==> config.mk <==
export PLATFORM = sky130hd
export DESIGN_NAME = compacting_queue_with_priority_extract
export DESIGN_NICKNAME = d
export VERILOG_FILES = /design/src/sv/cqpe_pkg.sv /design/src/sv/compacting_queue_with_priority_extract.sv /design/src/sv/cqpe_cell.sv
export SDC_FILE = /design/constraint.sdc
export NUM_CORES = 1
export LEC_CHECK = 0
export ABC_AREA = 0
export BUFFER_PORTS_ARGS = -buffer_cell sky130_fd_sc_hd__buf_2
export CAP_MARGIN = 20
export CORE_ASPECT_RATIO = 0.8
export CORE_UTILIZATION = 51
export DETAILED_ROUTE_END_ITERATION = 7
export PLACE_DENSITY = 0.67
export SYNTH_ARGS = -nofsm -noshare
export SYNTH_HDL_FRONTEND = slang
export SYNTH_HIERARCHICAL = 1
export SYNTH_SLANG_ARGS = --single-unit
==> constraint.sdc <==
create_clock -name i_clk -period 13.2 [get_ports i_clk]
set_input_delay 2.64 -clock i_clk [delete_from_list [all_inputs] [get_ports i_clk]]
set_output_delay 2.64 -clock i_clk [all_outputs]
set_load 0.01 [all_outputs]
==> src/sv/cqpe_pkg.sv <==
// ----------------------------------------------------------------------------
// cqpe_pkg
// Shared types and codes for the compacting queue with priority extract.
// ----------------------------------------------------------------------------
`default_nettype none

package cqpe_pkg;

    localparam int DEPTH_DEF = 16;
    localparam int MAX_OUT   = 16;
    localparam int NOUT_W    = $clog2(MAX_OUT + 1);

    localparam logic [1:0] OP_PUSH    = 2'd0;
    localparam logic [1:0] OP_REMOVE  = 2'd1;
    localparam logic [1:0] OP_EXTRACT = 2'd2;

    localparam logic [1:0] ST_OK      = 2'd0;
    localparam logic [1:0] ST_FULL    = 2'd1;
    localparam logic [1:0] ST_INVALID = 2'd2;
    localparam logic [1:0] ST_NONE    = 2'd3;

    localparam logic [7:0] PRIO_ONE   = 8'd1;

    typedef struct packed {
        logic [1:0]  opcode;
        logic [15:0] entry_tag;
        logic [7:0]  entry_priority;
        logic [3:0]  slot_index;
    } t_cmd;

    typedef struct packed {
        logic [1:0]  status;
        logic [15:0] out_tag;
        logic [7:0]  out_priority;
        logic [3:0]  out_slot;
        logic        last;
    } t_result;

    typedef struct packed {
        logic [15:0] tag;
        logic [7:0]  prio;
    } t_entry;

    typedef struct packed {
        logic load;
        logic shift;
    } t_cell_ctrl;

endpackage

`default_nettype wire

==> src/sv/compacting_queue_with_priority_extract.sv <==
// ----------------------------------------------------------------------------
// compacting_queue_with_priority_extract
// Packed queue of tag/priority words held in a row of cells, with push,
// remove at slot and extract of every priority-one word.
// Push and remove: result in the cycle after acceptance, busy stays low, one
// command per cycle. Extract: busy while the scan runs; each scan step either
// removes a word or steps one cell, and each found word is held until the
// next find or the end of the scan.
// Reset (synchronous, active low) empties the queue and drops any result.
// ----------------------------------------------------------------------------
`default_nettype none

module compacting_queue_with_priority_extract
    import cqpe_pkg::*;
#(
    parameter int DEPTH = DEPTH_DEF
)
(
    input  wire      i_clk,
    input  wire      i_rst_n,
    input  wire      start,
    output logic     busy,
    input  t_cmd     i_cmd,
    output logic     o_valid,
    output t_result  o_result
);

    localparam int CW = $clog2(DEPTH + 1);
    localparam int IW = (DEPTH > 1) ? $clog2(DEPTH) : 1;
    localparam int XW = (CW > 4) ? CW : 4;

    typedef enum logic [1:0] {
        S_IDLE = 2'b01,
        S_SCAN = 2'b10
    } t_state;

    t_state              r_state, n_state;
    logic [CW-1:0]       r_count, n_count;
    logic [CW-1:0]       r_ptr, n_ptr;
    logic [NOUT_W-1:0]   r_nout, n_nout;
    logic                r_have, n_have;
    t_result             r_pend, n_pend;
    logic                r_valid, n_valid;
    t_result             r_result, n_result;

    t_entry              w_cell [DEPTH];
    t_entry              w_push;
    logic                w_push_en;
    logic                w_rm_en;
    logic [CW-1:0]       w_rm_idx;
    logic [XW-1:0]       w_slot_x;
    logic [XW-1:0]       w_count_x;
    logic [XW-1:0]       w_ptr_x;
    t_entry              w_sel_slot;
    t_entry              w_sel_ptr;

    assign w_push.tag  = i_cmd.entry_tag;
    assign w_push.prio = i_cmd.entry_priority;
    assign w_slot_x    = XW'(i_cmd.slot_index);
    assign w_count_x   = XW'(r_count);
    assign w_ptr_x     = XW'(r_ptr);
    assign w_sel_slot  = w_cell[w_slot_x[IW-1:0]];
    assign w_sel_ptr   = w_cell[r_ptr[IW-1:0]];

    genvar gi;
    generate
        for (gi = 0; gi < DEPTH; gi++) begin : g_cell
            t_cell_ctrl w_ctrl;
            t_entry     w_next;

            assign w_ctrl.load  = w_push_en && (r_count == CW'(gi));
            assign w_ctrl.shift = w_rm_en && (CW'(gi) >= w_rm_idx);

            if (gi == DEPTH - 1) begin : g_end
                assign w_next = '0;
            end else begin : g_mid
                assign w_next = w_cell[gi + 1];
            end

            cqpe_cell u_cell (
                .i_clk  (i_clk),
                .i_ctrl (w_ctrl),
                .i_push (w_push),
                .i_next (w_next),
                .o_data (w_cell[gi])
            );
        end
    endgenerate

    always_comb begin
        n_state   = r_state;
        n_count   = r_count;
        n_ptr     = r_ptr;
        n_nout    = r_nout;
        n_have    = r_have;
        n_pend    = r_pend;
        n_valid   = 1'b0;
        n_result  = r_result;
        w_push_en = 1'b0;
        w_rm_en   = 1'b0;
        w_rm_idx  = r_ptr;

        case (r_state)
            S_IDLE: begin
                if (start) begin
                    case (i_cmd.opcode)
                        OP_PUSH: begin
                            n_valid = 1'b1;
                            n_result = '0;
                            n_result.last = 1'b1;
                            if (r_count >= CW'(DEPTH)) begin
                                n_result.status = ST_FULL;
                            end else begin
                                n_result.status       = ST_OK;
                                n_result.out_tag      = i_cmd.entry_tag;
                                n_result.out_priority = i_cmd.entry_priority;
                                n_result.out_slot     = w_count_x[3:0];
                                w_push_en = 1'b1;
                                n_count   = r_count + 1'b1;
                            end
                        end
                        OP_REMOVE: begin
                            n_valid = 1'b1;
                            n_result = '0;
                            n_result.last = 1'b1;
                            if (w_slot_x >= w_count_x) begin
                                n_result.status = ST_INVALID;
                            end else begin
                                n_result.status       = ST_OK;
                                n_result.out_tag      = w_sel_slot.tag;
                                n_result.out_priority = w_sel_slot.prio;
                                n_result.out_slot     = i_cmd.slot_index;
                                w_rm_en  = 1'b1;
                                w_rm_idx = w_slot_x[CW-1:0];
                                n_count  = r_count - 1'b1;
                            end
                        end
                        OP_EXTRACT: begin
                            n_state = S_SCAN;
                            n_ptr   = '0;
                            n_nout  = '0;
                            n_have  = 1'b0;
                        end
                        default: begin
                        end
                    endcase
                end
            end
            S_SCAN: begin
                if ((r_ptr >= r_count) || (r_nout == NOUT_W'(MAX_OUT))) begin
                    n_valid = 1'b1;
                    n_state = S_IDLE;
                    if (r_have) begin
                        n_result      = r_pend;
                        n_result.last = 1'b1;
                    end else begin
                        n_result        = '0;
                        n_result.status = ST_NONE;
                        n_result.last   = 1'b1;
                    end
                end else if (w_sel_ptr.prio == PRIO_ONE) begin
                    if (r_have) begin
                        n_valid  = 1'b1;
                        n_result = r_pend;
                    end
                    n_pend.status       = ST_OK;
                    n_pend.out_tag      = w_sel_ptr.tag;
                    n_pend.out_priority = w_sel_ptr.prio;
                    n_pend.out_slot     = w_ptr_x[3:0];
                    n_pend.last         = 1'b0;
                    n_have  = 1'b1;
                    n_nout  = r_nout + 1'b1;
                    w_rm_en = 1'b1;
                    n_count = r_count - 1'b1;
                end else begin
                    n_ptr = r_ptr + 1'b1;
                end
            end
            default: begin
                n_state = S_IDLE;
            end
        endcase
    end

    always_ff @(posedge i_clk) begin
        if (!i_rst_n) begin
            r_state <= S_IDLE;
            r_count <= '0;
            r_have  <= 1'b0;
            r_valid <= 1'b0;
        end else begin
            r_state <= n_state;
            r_count <= n_count;
            r_have  <= n_have;
            r_valid <= n_valid;
        end
    end

    always_ff @(posedge i_clk) begin
        r_ptr    <= n_ptr;
        r_nout   <= n_nout;
        r_pend   <= n_pend;
        r_result <= n_result;
    end

    assign busy     = (r_state != S_IDLE);
    assign o_valid  = r_valid;
    assign o_result = r_result;

endmodule

`default_nettype wire

==> src/sv/cqpe_cell.sv <==
// ----------------------------------------------------------------------------
// cqpe_cell
// One slot of the queue: loads a pushed word or takes its right neighbor.
// ----------------------------------------------------------------------------
`default_nettype none

module cqpe_cell
    import cqpe_pkg::*;
(
    input  wire         i_clk,
    input  t_cell_ctrl  i_ctrl,
    input  t_entry      i_push,
    input  t_entry      i_next,
    output t_entry      o_data
);

    t_entry r_data;
    t_entry n_data;

    always_comb begin
        n_data = r_data;
        if (i_ctrl.shift) begin
            n_data = i_next;
        end else if (i_ctrl.load) begin
            n_data = i_push;
        end
    end

    always_ff @(posedge i_clk) begin
        r_data <= n_data;
    end

    assign o_data = r_data;

endmodule

`default_nettype wire

Word level (Yosys, flattened, before mapping) --
Cells that the tools add are included.
Storage, ports and cells: bits of input ports 33, word-level logic and storage cells 256, flip-flop bits (word level) 462, output and inout bits 33
Cells by class: reduce and logical (&&, ||, !) cells 58, magnitude comparators 21, bitwise logic cells 3, add/subtract/negate cells 4, equal/unequal tests 33, multiplexer cells 91
Operators by type and width (number):
- 2-to-1 mux 24 bit | 34
- binary-select mux 24 bit (select 4 bit) | 2
- 2-to-1 mux 31 bit | 5
- one-hot mux 31 bit (2 select lines) | 2
- 2-to-1 mux 5 bit | 15
- 2-to-1 mux 28 bit | 2
- == test 5 x 4 -> 1 bit, second input constant | 8
- >= comparator 4 x 5 -> 1 bit, first input constant | 8
- one-hot mux 5 bit (2 select lines) | 4
- logical AND 1 bit | 32
- nonzero test 2 bit | 16
- == test 5 x 3 -> 1 bit, second input constant | 4
- >= comparator 3 x 5 -> 1 bit, first input constant | 4
- 2-to-1 mux 1 bit | 19
- adder 5 x 1 -> 5 bit, second input constant | 3
- >= comparator 5 bit, second input constant | 3
- AND reduction 5 bit | 3
- != test 3 bit, second input constant | 4
- == test 5 x 2 -> 1 bit, second input constant | 2
- >= comparator 1 x 5 -> 1 bit, first input constant | 2
- >= comparator 2 x 5 -> 1 bit, first input constant | 2
- != test 2 bit, second input constant | 5
- NOT 4 -> 5 bit | 2
- == test 8 x 1 -> 1 bit, second input constant | 1
- other kinds (19) | 28

Depth between registers and ports, before layout --
depth after elaboration 10, gate-level depth with buffers 17, gate-level depth less buffers 13

Modules after synthesis --
The synthesis kept the hierarchy.
Modules (own cells, without submodules):
- cqpe_cell | seq. area each 720.7 µm², cells each 52, instances 16, area each 1119.8 µm²
- compacting_queue_with_priority_extract | seq. area each 2252.2 µm², cells each 728, instances 1, area each 9801.9 µm²

Worst setup path after synthesis --
Ideal clock, no wire load.
kind input -> register, start input port i_cmd[0] (netlist bit), end register g_cell[8].u_cell.r_data, in the netlist g_cell[8].u_cell/o_data[0] (enable), library setup time 382 ps, buffers on the path 4, stages on the path 15, path slack 6365 ps, data required time 12818 ps, arrival time 6454 ps, cell sequence clkbuf_1 > clkbuf_1 > inv_1 > ha_1 > nand2b_1 > a21oi_1 > o21ai_0 > a21oi_1 > mux2i_1 > a21boi_0 > a21oi_1 > nor2_1 > buf_6 > buf_12 > or2_1
RTL lines:
- start, declared | line compacting_queue_with_priority_extract.sv:23 | input t_cmd i_cmd,
- end signal, assigned | line cqpe_cell.sv:30 | r_data <= n_data;
- end, declared | line cqpe_cell.sv:17 | t_entry r_data;

==> summary.md <==
| Metric | Value |
|---|---|
| Vias in the first global route | `16.1k` |
| Netlist cell types | `52` |
| Worst Tran Pin Value | `1.16 ns` |
| RSZ-0062 raised after global routing | `no` |
| Dominant cell type by area after synthesis | `edfxtp_1` |
| Fin. Hold Viols | `0` |
| Clk_lat worst skew | `0.60 ns` |
| Worst Path Max Fanout | `36` |
| Psw | `0.00134 W` |
| Num CTS Buffers | `49` |
| Root buf cell | `clkbuf_16` |
| Sink Count | `462` |
| # rows | `76` |
| Die Ht | `211 µm` |
| Total power | `0.00444 W` |
| DRC violations left | `0` |
| Die width | `263 µm` |
| Placed instance area | `28200 µm²` |
| Top FF cell, synth | `edfxtp_1` |
| Cell Area, Synth | `27700 µm²` |
| Setup-failing EPs final | `0` |
| Post-synth EDFFs | `453` |
| Crit Path Category | `input pin to flip-flop` |
| Area Overhead vs Synth | `7.64%` |
| Setup tns final | `0 ns` |
| Cells along the critical path | `buf_6, inv_1, ha_1, nand2b_1, a21oi_1, o21ai_0, a21oi_1, mux2i_1, a21boi_0, a21oi_1, nor2_4, or2_2` |
| P_leak | `10.1 nW` |
| Core box area | `53700 µm²` |
| FF-to-FF Start | `r_ptr[0]` |
| Most common cell on crit path | `a21oi_1` |
| CP Capture Type | `flip-flop` |
| Worst Setup SP | `i_cmd[0]` |
| Drt total wl | `75500 µm` |
| Post_cts resized | `0` |
| Bufs and invs on worst path | `2` |
| WP data arrival | `7.75 ns` |
| Max Buffers Root-to-Sink | `3` |
| Worst Hold Class | `flip-flop to flip-flop` |
| Routed Antenna Nets | `0` |
| Initial antenna violation count | `0` |
| Port bufs | `65` |
| # nets final | `1659` |
| Internal | `0.00310 W` |
| Tcrit/Tclk final | `57.0%` |
| Final WS setup | `5.67 ns` |
| Iter 0 DRT Violations | `1846` |
| FF+latch count, synth | `462` |
| CP max stage cell | `nor2_4` |
| Clock group share of total power | `30.7%` |
| VDD IR max | `0.0000975 V` |
| Area of the die | `55300 µm²` |
| Net Sw Frac | `30.2%` |
| Outcome | `finished, final reports clean` |
| Crit path launch type | `input pin` |
| DR pass1 iterations | `5` |
| Top Ports | `66` |
| TritonCTS clock tree | `built` |
| Congestion Overflow GR | `0` |
| Fin. max-slew vios | `0` |
| Fin crit period | `7.53 ns` |
| Design Area, Final | `29800 µm²` |
| Sequential share of power | `41.8%` |
| DR WL/cell | `32.2 µm` |
| Ant diodes | `0` |
| Place WS | `5.08 ns` |
| Largest cells by area after synthesis | `edfxtp_1, mux4_2, mux2_4, mux2_2, buf_12` |
| Worst path max stage delay | `0.88 ns` |
| HPWL after detailed placement | `43900 µm` |
| Achievable Freq | `133 MHz` |
| Layout cells sized above 1 | `49.9%` |
| Syn_area_per_cell | `17.8 µm²` |
| Critical Path RT | `13.42 ns` |
| Clock slew at reported path FFs | `0.06 ns` |
| Comb power frac | `27.6%` |
| GR Util All Layers | `27.8%` |
| H-Tree Level Count | `2` |
| Hold_buf cts | `0` |
| Top cell family by delay on the critical path | `simple AND/OR/NAND/NOR gates` |
| Asr flop ratio synth | `0%` |
| DR vias/cell | `6.77` |
| Via Count | `15.9k` |
| Skew final | `0.0234 ns` |
| Max-cap violations | `0` |
| Post-Synthesis Cells | `1560` |
| Routability Congestion | `0.837` |
| Top cell type's share of synthesized area | `49.1%` |
| Worst hold start | `r_state[1]` |
| Fill cell count | `4118` |
| Synth top cells by count | `edfxtp_1, mux2_4, mux4_2, mux2_2, nand2_1` |
| First-pass GRT wire length | `112000 µm` |
| Hold slack | `0.495 ns` |
| Pin count of the biggest net entering global routing | `101` |
| Syn. warnings | `6` |
| Setup bufs post-CTS | `0` |
| Power density over cell area | `149 nW/µm²` |
| Seq/Total Area, Yosys | `49.7%` |
| Starting density of the core | `51.6%` |
| Most numerous cell in the Yosys netlist | `edfxtp_1` |
| Slew headroom | `22.6%` |
-- sequential cells by signal (all words and copies together), names as in the netlist --
register and flops:
g_cell.u_cell/o_data 384, o_result 31, o_valid 1, r_count 5, r_have 1, r_nout 5
r_pend 28, r_ptr 5, r_state 2
-- routing by layer --
layer / up-vias / track usage [%] / wire length [µm]
met2: 863 / 41.8 / 34100
met3: 118 / 5.68 / 7030
li1: 6458 / - / -
met1: 8453 / 41.2 / 32600
met5: - / 0 / 0
met4: 0 / 7.71 / 1730
-- path summary, 6_finish.rpt --
| path | cells past startpoint | slack, ns | end |
|---|---|---|---|
| max | 12 | 5.67 | g_cell[10].u_cell/o_data[13] |
| min | 2 | 0.49 | r_state[1] |
| max reg2reg | 10 | 6.22 | g_cell[10].u_cell/o_data[13] |
| min reg2reg | 2 | 0.49 | r_state[1] |
-- layout by cell type (no fill, tap or decap), types with 14 or more instances in the layout --
| master | count |
|---|---|
| buf_4 | 27 |
| mux2_4 | 304 |
| mux2i_1 | 14 |
| o21ai_0 | 40 |
| conb_1 | 24 |
| nand2_1 | 75 |
| clkbuf_16 | 50 |
| buf_2 | 63 |
| inv_1 | 17 |
| nor2_1 | 29 |
| mux2_2 | 84 |
| mux4_2 | 232 |
| nor2_4 | 14 |
| a22oi_1 | 28 |
| or2_2 | 16 |
| ha_1 | 18 |
| edfxtp_1 | 453 |
-- cell families after synthesis --
| family | after synthesis | share of synthesized area [%] |
|---|---|---|
| other | 1 | 0.0135 |
| DFF | 462 | 49.7 |
| AOI/OAI and AO/OA | 108 | 2.47 |
| muxes | 634 | 39.2 |
| xor gates and xnor gates | 7 | 0.221 |
| adders and majority gates | 19 | 0.858 |
| and+or+nand+nor | 187 | 3.13 |
| buffers and inverters | 142 | 4.35 |
-- worst min-delay path, delay by kind of cell (launching register included) --
family / cells / cell delay [ns]
flops: 1 / 0.33
compound gates: 1 / 0.06
simple gates: 1 / 0.05
-- power groups by stage --
stage          clock [W]  combinational [W]  sequential [W]
2_1_floorplan          0           0.000845         0.00188
3_3_place_gp           0            0.00120         0.00188
3_5_place_dp           0            0.00121         0.00188
4_1_cts          0.00139            0.00122         0.00186
5_1_grt          0.00144            0.00130         0.00187
6_report         0.00136            0.00123         0.00186
-- per-stage QoR --
stage / util (%) / cells
after detailed placement: 52.6 / 2255
final: 55.5 / 2346
after CTS: 55.4 / 2343
after global routing: 55.5 / 2346
after global placement: 52.6 / 2255
after floorplan: - / 1583
-- area by class of cell --
type	count	area [µm²]	share of cell area, %
clock buffers	62	1320	4.41
clock inverters	26	213	0.713
inverters	20	75.1	0.252
multi-input cells	979	13000	43.4
flip-flops and latches	462	13800	46.2
well taps	702	878	2.94
repair buffers	95	617	2.07
(Power assumes the default switching activity.)
